<file path="config.mk">
export PLATFORM = sky130hd
export DESIGN_NAME = ljpf_ram
export DESIGN_NICKNAME = d
export VERILOG_FILES = /design/src/rtl/ljpf_ram.sv
export SDC_FILE = /design/constraint.sdc
export NUM_CORES = 1
export LEC_CHECK = 0
export BUFFER_PORTS_ARGS = -buffer_cell sky130_fd_sc_hd__buf_2
export CAP_MARGIN = 20
export CORE_UTILIZATION = 50
export CTS_CLUSTER_DIAMETER = 150
export DETAILED_ROUTE_END_ITERATION = 6
export PLACE_DENSITY = 0.65
export REMOVE_ABC_BUFFERS = 1
export SETUP_SLACK_MARGIN = 0.3
export SLEW_MARGIN = 20
export SYNTH_ARGS = -nofsm -noshare
export SYNTH_HDL_FRONTEND = slang
export SYNTH_SLANG_ARGS = --single-unit
</file>
<file path="constraint.sdc">
create_clock -name clk -period 3.2 [get_ports clk]
set_input_delay 0.96 -clock clk [delete_from_list [all_inputs] [get_ports clk]]
set_output_delay 0.96 -clock clk [all_outputs]
set_load 0.02 [all_outputs]
</file>
<file path="src/rtl/ljpf_ram.sv">
// -----------------------------------------------------------------------------
// ljpf_ram: generic single-port-write, single-port-read RAM
// One write and one registered read per cycle.
// -----------------------------------------------------------------------------
module ljpf_ram #(
	parameter int WIDTH = 8,
	parameter int DEPTH = 64
) (
	input  logic                     clk,
	input  logic                     we,
	input  logic [$clog2(DEPTH)-1:0] waddr,
	input  logic [WIDTH-1:0]         wdata,
	input  logic [$clog2(DEPTH)-1:0] raddr,
	output logic [WIDTH-1:0]         rdata
);

	logic [WIDTH-1:0] mem [DEPTH];

	// Write port and registered read port.
	always_ff @(posedge clk) begin
		if (we) begin
			mem[waddr] <= wdata;
		end
		rdata <= mem[raddr];
	end

endmodule

</file>
* Word-level counts from Yosys, hierarchy flattened
Memory sizes are Yosys's and may differ from the RTL's. A register that Yosys moved wholly into a read port is not among the register bits.
Cells that the tools add are included.
** Word-level totals
- Input bits :: 22
- Memories kept :: 1
- Output and inout bits :: 8
- Bits in writable memories :: 512
- Flip-flop bits (word level) :: 0
** Memory list
- mem :: words 64, width 8, read ports 1, clocked after Yosys merged registers in 1, wr ports 1, line 17 : logic [WIDTH-1:0] mem [DEPTH];
** Operators by class
- Multiplexer cells :: 2
** Operators with widths (number)
- 1-bit two-way mux :: 2

* Logic depth before layout (Yosys ltp)
- Word-level depth :: 2
- Gate-level depth with buffers :: 9

* Least setup slack after synthesis
OpenSTA, ideal clock, no wires.
- Path type :: input to register
- Start :: input port raddr[1]
- End :: register rdata[3], read port of mem
- Data arrival time :: 2.500 ns
- Setup time :: 0.128 ns
- Cell stages on the path :: 7
- Setup slack :: 0.572 ns
- Cells stage by stage :: buf_4 > buf_2 > buf_2 > mux4_2 > mux4_2 > o21ai_1 > o41ai_1
** RTL lines
- start, declared :: line 13 : input logic [$clog2(DEPTH)-1:0] raddr,
- end, declared :: line 14 : output logic [WIDTH-1:0] rdata

==> reports/qor.tcl <==
set qor(timing.critical_path.to_type) {flop}
set qor(global_route.overflow_total) 0
set qor(clock_tree_from_tritoncts) {done}
set qor(layout.cells.most_common) {sky130_fd_sc_hd__edfxtp_1}
set qor(syn_to_final_growth_pct) 15.7
set qor(worst-r2r-setup-slack_ps) 1030
set qor(coreArea_mm2) 0.0397
set qor(ys_seq_elements) 520
set qor(postCtsHoldBufs) 0
set qor(cts_htree_levels) 2
set qor(cts.sinks) 520
set qor(reg2reg_from) {mem[3][5]}
set qor(routed_via_count) 9951
set qor(die_w_um) 203
set qor(critPathCapture) {rdata[1]}
set qor(timing_worst_setup_path_type) {primary input to flop}
set qor(maxCapViolCount) 0
set qor(finalWorstPathRequiredPeriod_ps) 2640
set qor(max-slew-margin-rel_pct) 43.2
set qor(cp_common_cell) {sky130_fd_sc_hd__mux4_2}
set qor(wl_per_cell_um) 27.9
set qor(leakage_dissipation_nw) 7.51
set qor(netlist_area_mm2) 0.0202
set qor(synth_cell_types) 40
set qor(die_height_um) 203
set qor(worstMarginPinSlew_ps) 849
set qor(placement_row_count) 73
set qor(synth_cells) 940
set qor(die_area_mm2) 0.0411
set qor(placed_cell_area_mm2) 0.0217
set qor(path_cells) {clkbuf_8 -> buf_4 -> mux4_2 -> mux4_2 -> nor2_1 -> nor3_1 -> o2bb2ai_1}
set qor(globalplace.congestion) 0.806
set qor(critPathRequiredTime_ps) 3670
set qor(clock_buffers_created_by_tritoncts) 51
set qor(timing_max_transition_violations_final) 0
set qor(design.portCount) 30
set qor(setup.worst_path.start) {raddr[0]}
set qor(asyncSetResetFlopFracSynth_pct) 0
set qor(postLayoutCellArea_mm2) 0.0233
set qor(detail-route-antenna-nets) 0
set qor(finalHoldViolCount) 0
set qor(cp.buffers_inverters) 2
set qor(total_of_endpoints_with_negative_setup_slack_in_the_final_report) 0
set qor(clk_transition_reported_paths_ps) 60
set qor(holdCritPathClass) {primary input to flop}
set qor(fin_skew_ps) 14.0
set qor(layout-drive-gt1-share_pct) 31.5
set qor(yosys_warnings) 0
set qor(dr.pass1.iters) 4
set qor(count_of_inserted_antenna_diode_cells) 0
set qor(wl_um) 45900
set qor(critical-path-slowest-cell) {sky130_fd_sc_hd__mux4_2}
set qor(first_global_vias) 10318
set qor(synth-seq-area-share_pct) 77.0
set qor(floorplan.initialDensity_pct) 50.8
set qor(dp_hpwl_um) 28800
set qor(crit_cells) 7
set qor(port_buffers) 29
set qor(fin_util_pct) 58.7
set qor(r2r_cell_count) 5
set qor(worst_setup_path_start_kind) {primary input}
set qor(vdd.ir_drop.worst_mv) 0.447
set qor(rsz0062_at_grt) {false}
set qor(insertion_delay_ps) 590
set qor(clockRootBuffer) {sky130_fd_sc_hd__clkbuf_16}
set qor(outcome) {finished, final reports clean}
set qor(post_synth.cell_area_avg_um2) 21.5
set qor(arrival_ps) 3110
set qor(finalHoldWorstSlack_ps) 795
set qor(crit_path_max_incr_delay_ps) 540
set qor(path_max_fanout) 20
set qor(drcViolationCount) 0
set qor(number_of_buffers_inserted_to_repair_setup_after_cts) 0
set qor(ys.flop_type) {sky130_fd_sc_hd__edfxtp_1}
set qor(grt_max_degree) 65
set qor(antenna_found_initial) 0
set qor(ctsLongestPathBuffers) 3
set qor(layout.cells.most_common_list) {512 x sky130_fd_sc_hd__edfxtp_1, 126 x sky130_fd_sc_hd__mux4_2, 101 x sky130_fd_sc_hd__buf_4}
set qor(rr_endpoint) {rdata[5]}
set qor(final_layout_net_count) 1105
set qor(wire_length_of_the_first_global_routing_pass_um) 68400
set qor(synth-edff-count) 512
set qor(gr-usage-all-layers_pct) 23.3
set qor(cts-resized-gates) 0
set qor(cpLargestDelayFamily) {multiplexers}
set qor(drt-vias-per-instance) 6.04
set qor(fin_crit_sh_pct) 82.6
set qor(total_power_w) 0.0143
set qor(tns_ps) 0
set qor(fmax_ghz) 0.378
set qor(drtIter0Drc) 981
set qor(powerDensity_mw_per_mm2) 612
-- synthesized netlist by cell type (all sizes together) (4+ instances only) --
| library cell | count | area (µm²) |
|---|---|---|
| nor3 | 7 | 35.0 |
| dfxtp | 8 | 160 |
| nand3 | 13 | 65.1 |
| a211oi | 4 | 30.0 |
| clkbuf | 17 | 63.8 |
| o221ai | 8 | 70.1 |
| o22ai | 8 | 50.1 |
| mux4 | 126 | 2840 |
| nand2 | 19 | 71.3 |
| nand2b | 7 | 43.8 |
| a221oi | 6 | 52.6 |
| edfxtp | 512 | 15400 |
| mux2i | 23 | 230 |
| o21ai | 4 | 20.0 |
| mux2 | 13 | 146 |
| nor2 | 83 | 312 |
| nor2b | 14 | 87.6 |
| buf | 34 | 253 |
-- final cells by class --
class                   count  area (µm²)
clock buffers              64        1410
clock inverters            29         263
fillers                  2857       16400
multi-input cells         369        4320
flip-flops and latches    520       15500
well taps                 525         657
repair buffers            141        1160
-- logic make-up (layout without fill, tap and decap cells) --
family,after synthesis,in the layout,share of synthesized area [%]
buffers and inverters,51,234,1.57
DFF,520,520,77.0
muxes,162,162,15.9
AOI/OAI and AO/OA,54,54,2.07
and+or+nand+nor,153,153,3.39
-- state kept, by name, indices dropped and copies added, names as in the netlist --
name   cells
mem      512
rdata      8
-- stage by stage --
| step | setup slack (ps) | std cells |
|---|---|---|
| floorplan | 879 | 889 |
| finish | 557 | 1648 |
| global route | 478 | 1648 |
| detailed placement | -36.7 | 1555 |
| global placement | 22.1 | 1554 |
| CTS | 571 | 1648 |
-- where the power goes --
part / leakage [nW] / total, W / switching, W / internal (W)
clock network: 0.807 / 0.00595 / 0.00245 / 0.00350
logic: 2.03 / 0.000767 / 0.000464 / 0.000303
registers: 4.67 / 0.00756 / 0.0000240 / 0.00754
-- how the worst min path moves through the flow --
stage | cells after the start | slack (ps) | start | end
after floorplan | 4 | 710 | mem[34][0] | rdata[0]
after global placement | 3 | 810 | mem[26][4] | rdata[4]
after detailed placement | 3 | 830 | mem[26][4] | rdata[4]
after CTS | 1 | 780 | wdata[2] | mem[61][2]
after global routing | 1 | 790 | wdata[2] | mem[60][2]
final | 1 | 790 | wdata[2] | mem[60][2]
-- layer usage --
layer / global-route usage, % / share of wire [%] / vias to the layer above
li1: - / - / 4217
met1: 33.3 / 43 / 5315
met2: 36.5 / 48 / 345
met3: 4.33 / 7.1 / 74
met4: 7.95 / 2.7 / 0
met5: 0 / 0 / -
Note: power is estimated with default switching activity, not from simulation.
