### src/rtl/ljpf_pkg.sv
// -----------------------------------------------------------------------------
// ljpf_pkg: shared types and constants for the Lennard-Jones pair force block
// Field widths, wide-number sizes, the arithmetic unit request/response types
// and the sequencer state encoding.
// -----------------------------------------------------------------------------
package ljpf_pkg;

	// Particle store depth default.
	localparam int MAX_PARTICLES = 64;

	// Fixed field widths.
	localparam int POS_W   = 32;
	localparam int PAR_W   = 24;
	localparam int FORCE_W = 48;
	localparam int IDX_W   = 6;

	// Record layouts in the two particle memories.
	localparam int PREC_W = 3 * POS_W + 2 * PAR_W;
	localparam int AREC_W = 3 * FORCE_W + 1;

	// Sizes of the exact intermediate values of one pair.
	localparam int DPOS_W = POS_W + 1;        // position difference
	localparam int S2_W   = PAR_W + 1;        // sigma_i + sigma_j
	localparam int EPSP_W = 2 * PAR_W;        // epsilon product
	localparam int NUM0_W = PAR_W + 10;       // 768 * E
	localparam int SQ_W   = 2 * S2_W;         // S^2
	localparam int A_W    = 3 * SQ_W;         // (S^2)^3
	localparam int R2_W   = 66;               // sum of three 64-bit squares
	localparam int B_W    = 3 * R2_W;         // r2^3
	localparam int DIF_W  = B_W + 5;          // |A - 32 B|
	localparam int NUM_W  = NUM0_W + A_W + DIF_W - 1;
	localparam int DEN_W  = 2 * B_W + R2_W;

	// Width of the shared wide arithmetic unit.
	localparam int BIG_W = 512;

	// Quotient bits per force component; the top bit marks saturation.
	localparam int QUO_W  = FORCE_W;
	localparam int DIV_SH = FORCE_W - 1;

	localparam logic [FORCE_W-1:0] FORCE_MAX = {1'b0, {(FORCE_W-1){1'b1}}};
	localparam logic [FORCE_W-1:0] FORCE_MIN = {1'b1, {(FORCE_W-1){1'b0}}};

	// Operations of the shared unit.
	typedef enum logic [1:0] {
		OP_MUL,
		OP_DIV,
		OP_SUB
	} ljpf_op_t;

	typedef struct packed {
		logic     go;
		ljpf_op_t op;
	} ljpf_req_t;

	typedef struct packed {
		logic done;
		logic neg;
	} ljpf_rsp_t;

	// Sequencer states.
	typedef enum logic [4:0] {
		ST_IDLE,
		ST_RD_I,
		ST_RD_J,
		ST_DIFF,
		ST_CHK,
		ST_EPSP,
		ST_SQRT,
		ST_ZCHK,
		ST_SQ,
		ST_S2SQ,
		ST_A1,
		ST_A2,
		ST_B1,
		ST_B2,
		ST_CMP,
		ST_CMP2,
		ST_ZDIF,
		ST_N1,
		ST_N2,
		ST_D1,
		ST_D2,
		ST_ND,
		ST_DIV,
		ST_UPD_RI,
		ST_UPD_WI,
		ST_UPD_RJ,
		ST_UPD_WJ,
		ST_NEXT,
		ST_OUT,
		ST_DRAIN
	} ljpf_state_t;

endpackage

### src/rtl/ljpf_bigunit.sv
// -----------------------------------------------------------------------------
// ljpf_bigunit: shared wide arithmetic unit
// One wide adder does shift-add multiplication (one multiplier bit per cycle),
// restoring division (one quotient bit per cycle) and subtraction with sign.
// -----------------------------------------------------------------------------
module ljpf_bigunit (
	input  logic                         clk,
	input  logic                         arst_n,
	input  ljpf_pkg::ljpf_req_t          req,
	input  logic [ljpf_pkg::BIG_W-1:0]   opa,
	input  logic [ljpf_pkg::BIG_W-1:0]   opb,
	output logic [ljpf_pkg::BIG_W-1:0]   res,
	output logic [ljpf_pkg::QUO_W-1:0]   quo,
	output ljpf_pkg::ljpf_rsp_t          rsp
);

	localparam int CNT_W = $clog2(ljpf_pkg::QUO_W + 1);

	logic                          run_q;
	logic                          done_q;
	logic                          neg_q;
	ljpf_pkg::ljpf_op_t            op_q;
	logic [ljpf_pkg::BIG_W-1:0]    acc_q;
	logic [ljpf_pkg::BIG_W-1:0]    opx_q;
	logic [ljpf_pkg::BIG_W-1:0]    opy_q;
	logic [ljpf_pkg::QUO_W-1:0]    quo_q;
	logic [CNT_W-1:0]              cnt_q;
	logic                          sub;
	logic [ljpf_pkg::BIG_W:0]      sum;
	logic                          ge;

	// The single wide adder; subtraction adds the complement plus one.
	assign sub = (op_q != ljpf_pkg::OP_MUL);
	assign sum = {1'b0, acc_q} + {1'b0, (sub ? ~opx_q : opx_q)}
		+ (ljpf_pkg::BIG_W + 1)'(sub);
	assign ge  = sum[ljpf_pkg::BIG_W];

	assign res      = acc_q;
	assign quo      = quo_q;
	assign rsp.done = done_q;
	assign rsp.neg  = neg_q;

	// Control: run flag and the one-cycle completion pulse.
	always_ff @(posedge clk or negedge arst_n) begin
		if (!arst_n) begin
			run_q  <= 1'b0;
			done_q <= 1'b0;
		end else begin
			done_q <= 1'b0;
			if (req.go) begin
				run_q <= 1'b1;
			end else if (run_q) begin
				case (op_q)
					ljpf_pkg::OP_MUL: begin
						if (opy_q == '0) begin
							run_q  <= 1'b0;
							done_q <= 1'b1;
						end
					end
					ljpf_pkg::OP_DIV: begin
						if (cnt_q == CNT_W'(1)) begin
							run_q  <= 1'b0;
							done_q <= 1'b1;
						end
					end
					default: begin
						run_q  <= 1'b0;
						done_q <= 1'b1;
					end
				endcase
			end
		end
	end

	// Datapath: operand load on a request, one step per cycle afterwards.
	always_ff @(posedge clk) begin
		if (req.go) begin
			op_q  <= req.op;
			cnt_q <= CNT_W'(ljpf_pkg::QUO_W);
			case (req.op)
				ljpf_pkg::OP_MUL: begin
					acc_q <= '0;
					opx_q <= opa;
					opy_q <= opb;
				end
				ljpf_pkg::OP_DIV: begin
					acc_q <= opa;
					opx_q <= opb << ljpf_pkg::DIV_SH;
				end
				default: begin
					acc_q <= opa;
					opx_q <= opb;
				end
			endcase
		end else if (run_q) begin
			case (op_q)
				ljpf_pkg::OP_MUL: begin
					if (opy_q != '0) begin
						if (opy_q[0]) begin
							acc_q <= sum[ljpf_pkg::BIG_W-1:0];
						end
						opx_q <= opx_q << 1;
						opy_q <= opy_q >> 1;
					end
				end
				ljpf_pkg::OP_DIV: begin
					if (ge) begin
						acc_q <= sum[ljpf_pkg::BIG_W-1:0];
					end
					quo_q <= {quo_q[ljpf_pkg::QUO_W-2:0], ge};
					opx_q <= opx_q >> 1;
					cnt_q <= cnt_q - CNT_W'(1);
				end
				default: begin
					acc_q <= sum[ljpf_pkg::BIG_W-1:0];
					neg_q <= ~ge;
				end
			endcase
		end
	end

endmodule

### config.mk
export PLATFORM = sky130hd
export DESIGN_NAME = ljpf_bigunit
export DESIGN_NICKNAME = d
export VERILOG_FILES = /design/src/rtl/ljpf_pkg.sv /design/src/rtl/ljpf_bigunit.sv
export SDC_FILE = /design/constraint.sdc
export NUM_CORES = 2
export LEC_CHECK = 0
export BUFFER_PORTS_ARGS = -buffer_cell sky130_fd_sc_hd__buf_2
export CORE_AREA = 2 2 618 620
export CTS_BUF_LIST = sky130_fd_sc_hd__clkbuf_4 sky130_fd_sc_hd__clkbuf_8 sky130_fd_sc_hd__clkbuf_16
export CTS_CLUSTER_DIAMETER = 150
export DETAILED_ROUTE_END_ITERATION = 10
export DIE_AREA = 0 0 620 622
export HOLD_SLACK_MARGIN = 0.1
export SKIP_LAST_GASP = 1
export SLEW_MARGIN = 10
export SYNTH_ARGS = -nofsm -noshare
export SYNTH_HDL_FRONTEND = slang
export SYNTH_SLANG_ARGS = --single-unit
export TNS_END_PERCENT = 5
### constraint.sdc
create_clock -name clk -period 80.1 [get_ports clk]
set_input_delay 8.01 -clock clk [delete_from_list [all_inputs] [get_ports clk]]
set_output_delay 8.01 -clock clk [all_outputs]
set_load 0.02 [all_outputs]
# Word level (Yosys, flattened, before mapping)
# Cells that the tools add are included.
[totals] regBits=1595 output_inout_bits=562 in_bits=1029 wordCells=67
[op_classes] n_addsub=3 n_reduce_logical=16 bitwise=4 mux=28 n_eq_ne=7
[op_table] cell="2-to-1 mux 512 bit" n=15
[op_table] cell="one-hot mux 512 bit (2 select lines)" n=3
[op_table] cell="adder 512 x 512 -> 513 bit" n=1
[op_table] cell="adder 513 x 1 -> 513 bit" n=1
[op_table] cell="zero test 512 bit" n=1
[op_table] cell="inverter 512 bit" n=1
[op_table] cell="nonzero test 512 bit" n=1
[op_table] cell="inequality test 3 bit (second input constant)" n=3
[op_table] cell="AND reduction 3 bit" n=3
[op_table] cell="2-to-1 mux 1 bit" n=8
[op_table] cell="AND reduction 4 bit" n=2
[op_table] cell="nonzero test 2 bit" n=4
[op_table] cell="equality test 6 x 1 -> 1 bit (second input constant)" n=1
[op_table] cell="subtractor 6 x 1 -> 6 bit (second input constant)" n=1
[op_table] cell="equality test 2 x 1 -> 1 bit (second input constant)" n=2
[op_table] cell="zero test 2 bit" n=2
[op_table] cell="one-hot mux 1 bit (2 select lines)" n=2
[op_table] cell="inverter 1 bit" n=3
[op_table] cell="nonzero test 3 bit" n=1
[op_table] cell="inequality test 2 x 1 -> 1 bit (second input constant)" n=1
[op_table] cell="AND reduction 2 bit" n=1
[op_table] cell="OR reduction 2 bit" n=1

# Logic depth before layout (Yosys ltp)
[depth] depth_word=9 mapped_depth=24 depth_no_buf=19

# Worst setup path before layout
# No wires, ideal clock.
[synth_path] path_kind="flip-flop to flip-flop" from="register opy_q[29] (netlist bit)" to="register opx_q[0] (netlist bit), enable pin" path_buffers=0 t_required_ns=78.003 setup_slack_ns=41.770 synth_period_minus_slack_ns=38.330 t_arrival_ns=36.233 path_stages_with_launch=7 setup_time_ns=2.097 cell_sequence="edfxtp_1 > nor4_1 > nand4_1 > nor4_1 > nand4_1 > nor3_1 > o21ai_0"
[synth_via] elab_chain_cells=3
[synth_lines] item="start: declaration" line="ljpf_bigunit.sv:25" text="logic [ljpf_pkg::BIG_W-1:0] opy_q;"
[synth_lines] item="start signal: assignment" line="ljpf_bigunit.sv:84" text="opy_q <= opb;"
[synth_lines] item="start signal: assignment" line="ljpf_bigunit.sv:103" text="opy_q <= opy_q >> 1;"
[synth_lines] item="nonzero test 512 bit" line="ljpf_bigunit.sv:98" text="if (opy_q != '0) begin"
[synth_lines] item="inequality test 3 bit (no source line)"
[synth_lines] item="AND reduction 3 bit (no source line)"
[synth_lines] item="end signal: assignment" line="ljpf_bigunit.sv:92" text="opx_q <= opb;"
[synth_lines] item="end signal: assignment" line="ljpf_bigunit.sv:102" text="opx_q <= opx_q << 1;"
[synth_lines] item="end signal: assignment" line="ljpf_bigunit.sv:111" text="opx_q <= opx_q >> 1;"
[synth_lines] item="end: declaration" line="ljpf_bigunit.sv:24" text="logic [ljpf_pkg::BIG_W-1:0] opx_q;"
# No other way between the ends.
# A chain may end at the register's enable or synchronous reset.

# Worst setup path after layout
[layout_path] from="register op_q[1]" to="register acc_q (netlist bit res[301]), enable pin"
[layout_via] elab_chain_cells=6 elab_cells_between_ends=10 classes_between="add/sub: 2; eq/ne: 4; mux: 1; reduce/logical: 3"
[layout_lines] item="start: declaration" line="ljpf_bigunit.sv:22" text="ljpf_pkg::ljpf_op_t op_q;"
[layout_lines] item="start signal: assignment" line="ljpf_bigunit.sv:78" text="op_q <= req.op;"
[layout_lines] item="nonzero test 2 bit *" line="ljpf_bigunit.sv:33" text="assign sub = (op_q != ljpf_pkg::OP_MUL);"
[layout_lines] item="2-to-1 mux 512 bit" line="ljpf_bigunit.sv:34" text="assign sum = {1'b0, acc_q} + {1'b0, (sub ? ~opx_q : opx_q)}"
[layout_lines] item="adder 512 x 512 -> 513 bit" line="ljpf_bigunit.sv:34"
[layout_lines] item="adder 513 x 1 -> 513 bit *" line="ljpf_bigunit.sv:35" text="+ (ljpf_pkg::BIG_W + 1)'(sub);"
[layout_lines] item="via sum (one bit)" line="ljpf_bigunit.sv:29" text="logic [ljpf_pkg::BIG_W:0] sum;"
[layout_lines] item="inequality test 3 bit (no source line) *"
[layout_lines] item="AND reduction 4 bit (no source line) *"
[layout_lines] item="end signal: assignment" line="ljpf_bigunit.sv:87" text="acc_q <= opa;"
[layout_lines] item="end signal: assignment" line="ljpf_bigunit.sv:91" text="acc_q <= opa;"
[layout_lines] item="end signal: assignment" line="ljpf_bigunit.sv:100" text="acc_q <= sum[ljpf_pkg::BIG_W-1:0];"
[layout_lines] item="end: declaration" line="ljpf_bigunit.sv:23" text="logic [ljpf_pkg::BIG_W-1:0] acc_q;"
# The timed path passes the listed nets; every way through them passes the cells marked *.

==> results by group <==
Final layout
  – Area growth from synthesis to layout: 15.5%
  – Nets: between 15,000 and 20,000
  – Layout cells sized above 1: between 10% and 20%
  – Layout Utilization: between 30% and 40%
  – Design Area, Final: roughly 150,000 um^2
  – FILL cells: 39,200

Routing
  – Drt pass-1 iters: 6
  – Routed WL: 743 mm
  – Antenna viol nets, final: 0
  – DR vias: approximately 130k
  – Drt via density: between 6 and 7
  – Initial DRC Count: roughly 18,000
  – DRC: 0
  – WL per Instance: roughly 36 um

Run
  – Max-cap violations: 1

Synthesis
  – EDFF count, synth: 1,587
  – Top cell type by total area after synthesis: edfxtp_1
  – Mapped Area: 126,000 um^2
  – Synth area leaders: edfxtp_1 (38%), o21ai_0 (8.2%), nand2_1 (7.3%)
  – Yosys reg bits: about 1,600
  – Mapped Nets: 16,000
  – Async S/R FF share, synth: 0.125%
  – Distinct cell type count after synthesis: just under 100
  – Syn_area_per_cell: between 8 and 9 um^2
  – Share of the synthesized area in the top cell type: 37.7%
  – Cell count after synthesis: approximately 14,000
  – YS warnings: 0
  – Primary FF master, synth: edfxtp_1
  – Post-synth top cells: nand2_1 (2,459), o21ai_0 (2,069), edfxtp_1 (1,587)
  – Top-count cell post-synth: nand2_1
  – Seq/Total Area, Yosys: 37.8%

Floorplan
  – Rows: roughly 230
  – Die area: roughly 390,000 um^2
  – Die width: a little over 600 um
  – Core box area: roughly 380,000 um^2
  – Initial Utilization: between 30% and 40%
  – # IOs: roughly 1,600
  – Die Ht: a little over 600 um

Worst setup path
  – Max incr delay on CP: about 0.85 ns
  – Worst setup EP type: register
  – Arr. time, crit path: 14.11 ns
  – Critical path launch point type: register
  – CP most frequent cell: buf_4
  – Critical Path RT: 80.59 ns
  – Worst path slowest cell: buf_4
  – Setup CP Type: reg2reg
  – Crit path max fanout: between 60 and 70
  – Cells on worst reg2reg path: 29

Placement
  – Dpl hpwl: between 600 and 700 mm
  – # port buffers: ~1,600
  – Area post-placement: around 140,000 um^2
  – Routability Congestion: ~1.0

Clocking
  – Clock buffer count from CTS: approximately 190
  – Postcts setup bufs: 0
  – H-tree Lvls: 4
  – Clock Pin Slew Worst Setup and Hold Paths: around 0.060 ns
  – Hold buffer count at CTS: 0
  – Clk sinks: ~1,600
  – PostCTS Resize Cnt: 0
  – Worst-skew pair later-pin latency: around 0.96 ns
  – Root Buffer: clkbuf_16
  – Clock Path Buffers: 4
  – CTS tree: built

Run status
  – Failing checks: capacitance limit
  – Status: finished with violations

STA
  – Relative slew slack: approximately 1.2%
  – Minimum clock period: about 14 ns
  – Count of final max-slew check failures: 0
  – Final setup fails: 0
  – FMAX: between 0.07 and 0.08 GHz
  – RSZ-0062 raised after global routing: no
  – Period utilization: between 15 and 20%
  – Clk_skew: 0.0900 ns
  – Slew @ Worst Pin: around 1.5 ns
  – Final hold violations: 0
  – Post-Route Setup TNS: 0 ns

Hold path
  – Hold Path Cell Cnt: 0
  – Hold Path Class: reg2reg

Global route
  – Total GRT Usage: roughly 37%
  – Initial antenna violation count: between 150 and 200
  – Vias in the first global route: 122,000
  – Global-route wire length before repair: 991 mm
  – Largest net degree at the start of global routing: 179
  – Total gr overflow: 0

Power and ir drop
  – Worst vdd ir: 0.0000227 V
  – Lkg Pwr: ~56 nW
  – Power Density: 43.7 nW/um^2
-- per-stage QoR --
step                      total power (W)  cells  hold slack [ns]  setup slack (ns)
after floorplan                   0.00364  14400            0.466             41.77
after global placement            0.00527  20300            0.425             66.87
after detailed placement          0.00526  20300            0.430             66.69
after CTS                         0.00625  20600            0.436             66.63
after global routing              0.00658  20700            0.449             65.83
final                             0.00638  20800            0.445             66.49
-- final cells by class --
type | count | area [um^2] | area share, %
antenna | 116 | 290 | 0.199
clock buffer | 220 | 5100 | 3.49
sequential | 1595 | 47800 | 32.8
multi-input combinational | 11800 | 74800 | 51.2
clock inverter | 138 | 1790 | 1.23
tap | 5016 | 6280 | 4.30
timing repair buffer | 1741 | 9290 | 6.36
inverter | 178 | 673 | 0.461
-- registers in the layout, indices dropped and copies added (netlist names) --
| name | flops |
|---|---|
| cnt_q | 6 |
| opx_q | 512 |
| run_q | 1 |
| res | 512 |
| done_q | 1 |
| op_q | 2 |
| neg_q | 1 |
| quo | 48 |
| opy_q | 512 |
-- critical path, delay by kind of cell (launching register included) --
family                   cells  cell delay, ns
buffers and inverters       11            7.22
AO/OA/AOI/OAI               11            3.21
AND/OR/NAND/NOR              5            1.06
flip-flops                   1            0.52
adder cells (fa/ha/maj)      1            0.43
XOR/XNOR                     1            0.19
-- logic make-up (layout without fill, tap and decap cells) --
group                      Yosys count  count (layout)  synth area share, %
muxes                             1321            1321                 11.0
other                                0             116                    0
adders and majority gates          514             514                 5.09
DFF                               1595            1595                 37.8
buffers and inverters             1063            2277                 3.17
and+or+nand+nor                   4376            4376                 15.2
xor gates and xnor gates          1023            1023                 7.09
AOI/OAI and AO/OA                 4521            4521                 20.6
-- per-layer routing --
metal | global-route usage (%) | vias up | share of wire, %
met2 | 56.4 | 8523 | 44
met4 | 28.1 | 84 | 9.1
met3 | 8.07 | 1903 | 10
met1 | 44.5 | 63000 | 37
li1 | - | 55600 | -
met5 | 0 | - | 0.077
-- power by group --
group / internal (W) / switching [W]
combinational: 0.00114 / 0.00277
sequential: 0.00121 / 0.000273
clock: 0.000575 / 0.000412
total: 0.00292 / 0.00346
-- worst paths after layout --
path	startpoint	to	slack, ns
max in group asynchronous	arst_n	done_q	73.12
worst min register to register	quo[28]	quo[29]	0.45
min in group asynchronous	arst_n	run_q	6.87
worst max register to register	op_q[1]	res[301]	66.49
worst max-delay path	op_q[1]	res[301]	66.49
worst min-delay path	quo[28]	quo[29]	0.45
-- cells in the final DEF (no fill, tap or decap), drive strengths merged, types with 111 or more instances in the layout --
cell    Yosys  routed
xnor2     785     785
a21o      230     230
a31oi     121     121
xor2      238     238
ha        513     513
mux2i     810     810
inv       178     183
diode       0     116
mux2      511     511
buf        81    1741
edfxtp   1587    1587
a21oi    1251    1251
clkbuf    804     220
nor3      187     187
o21ai    2115    2115
nand3     111     111
o21bai    184     184
nand2    2460    2460
nand4     376     376
nor2      738     738
nor4      230     230
Power figures use the tool's default switching activity.
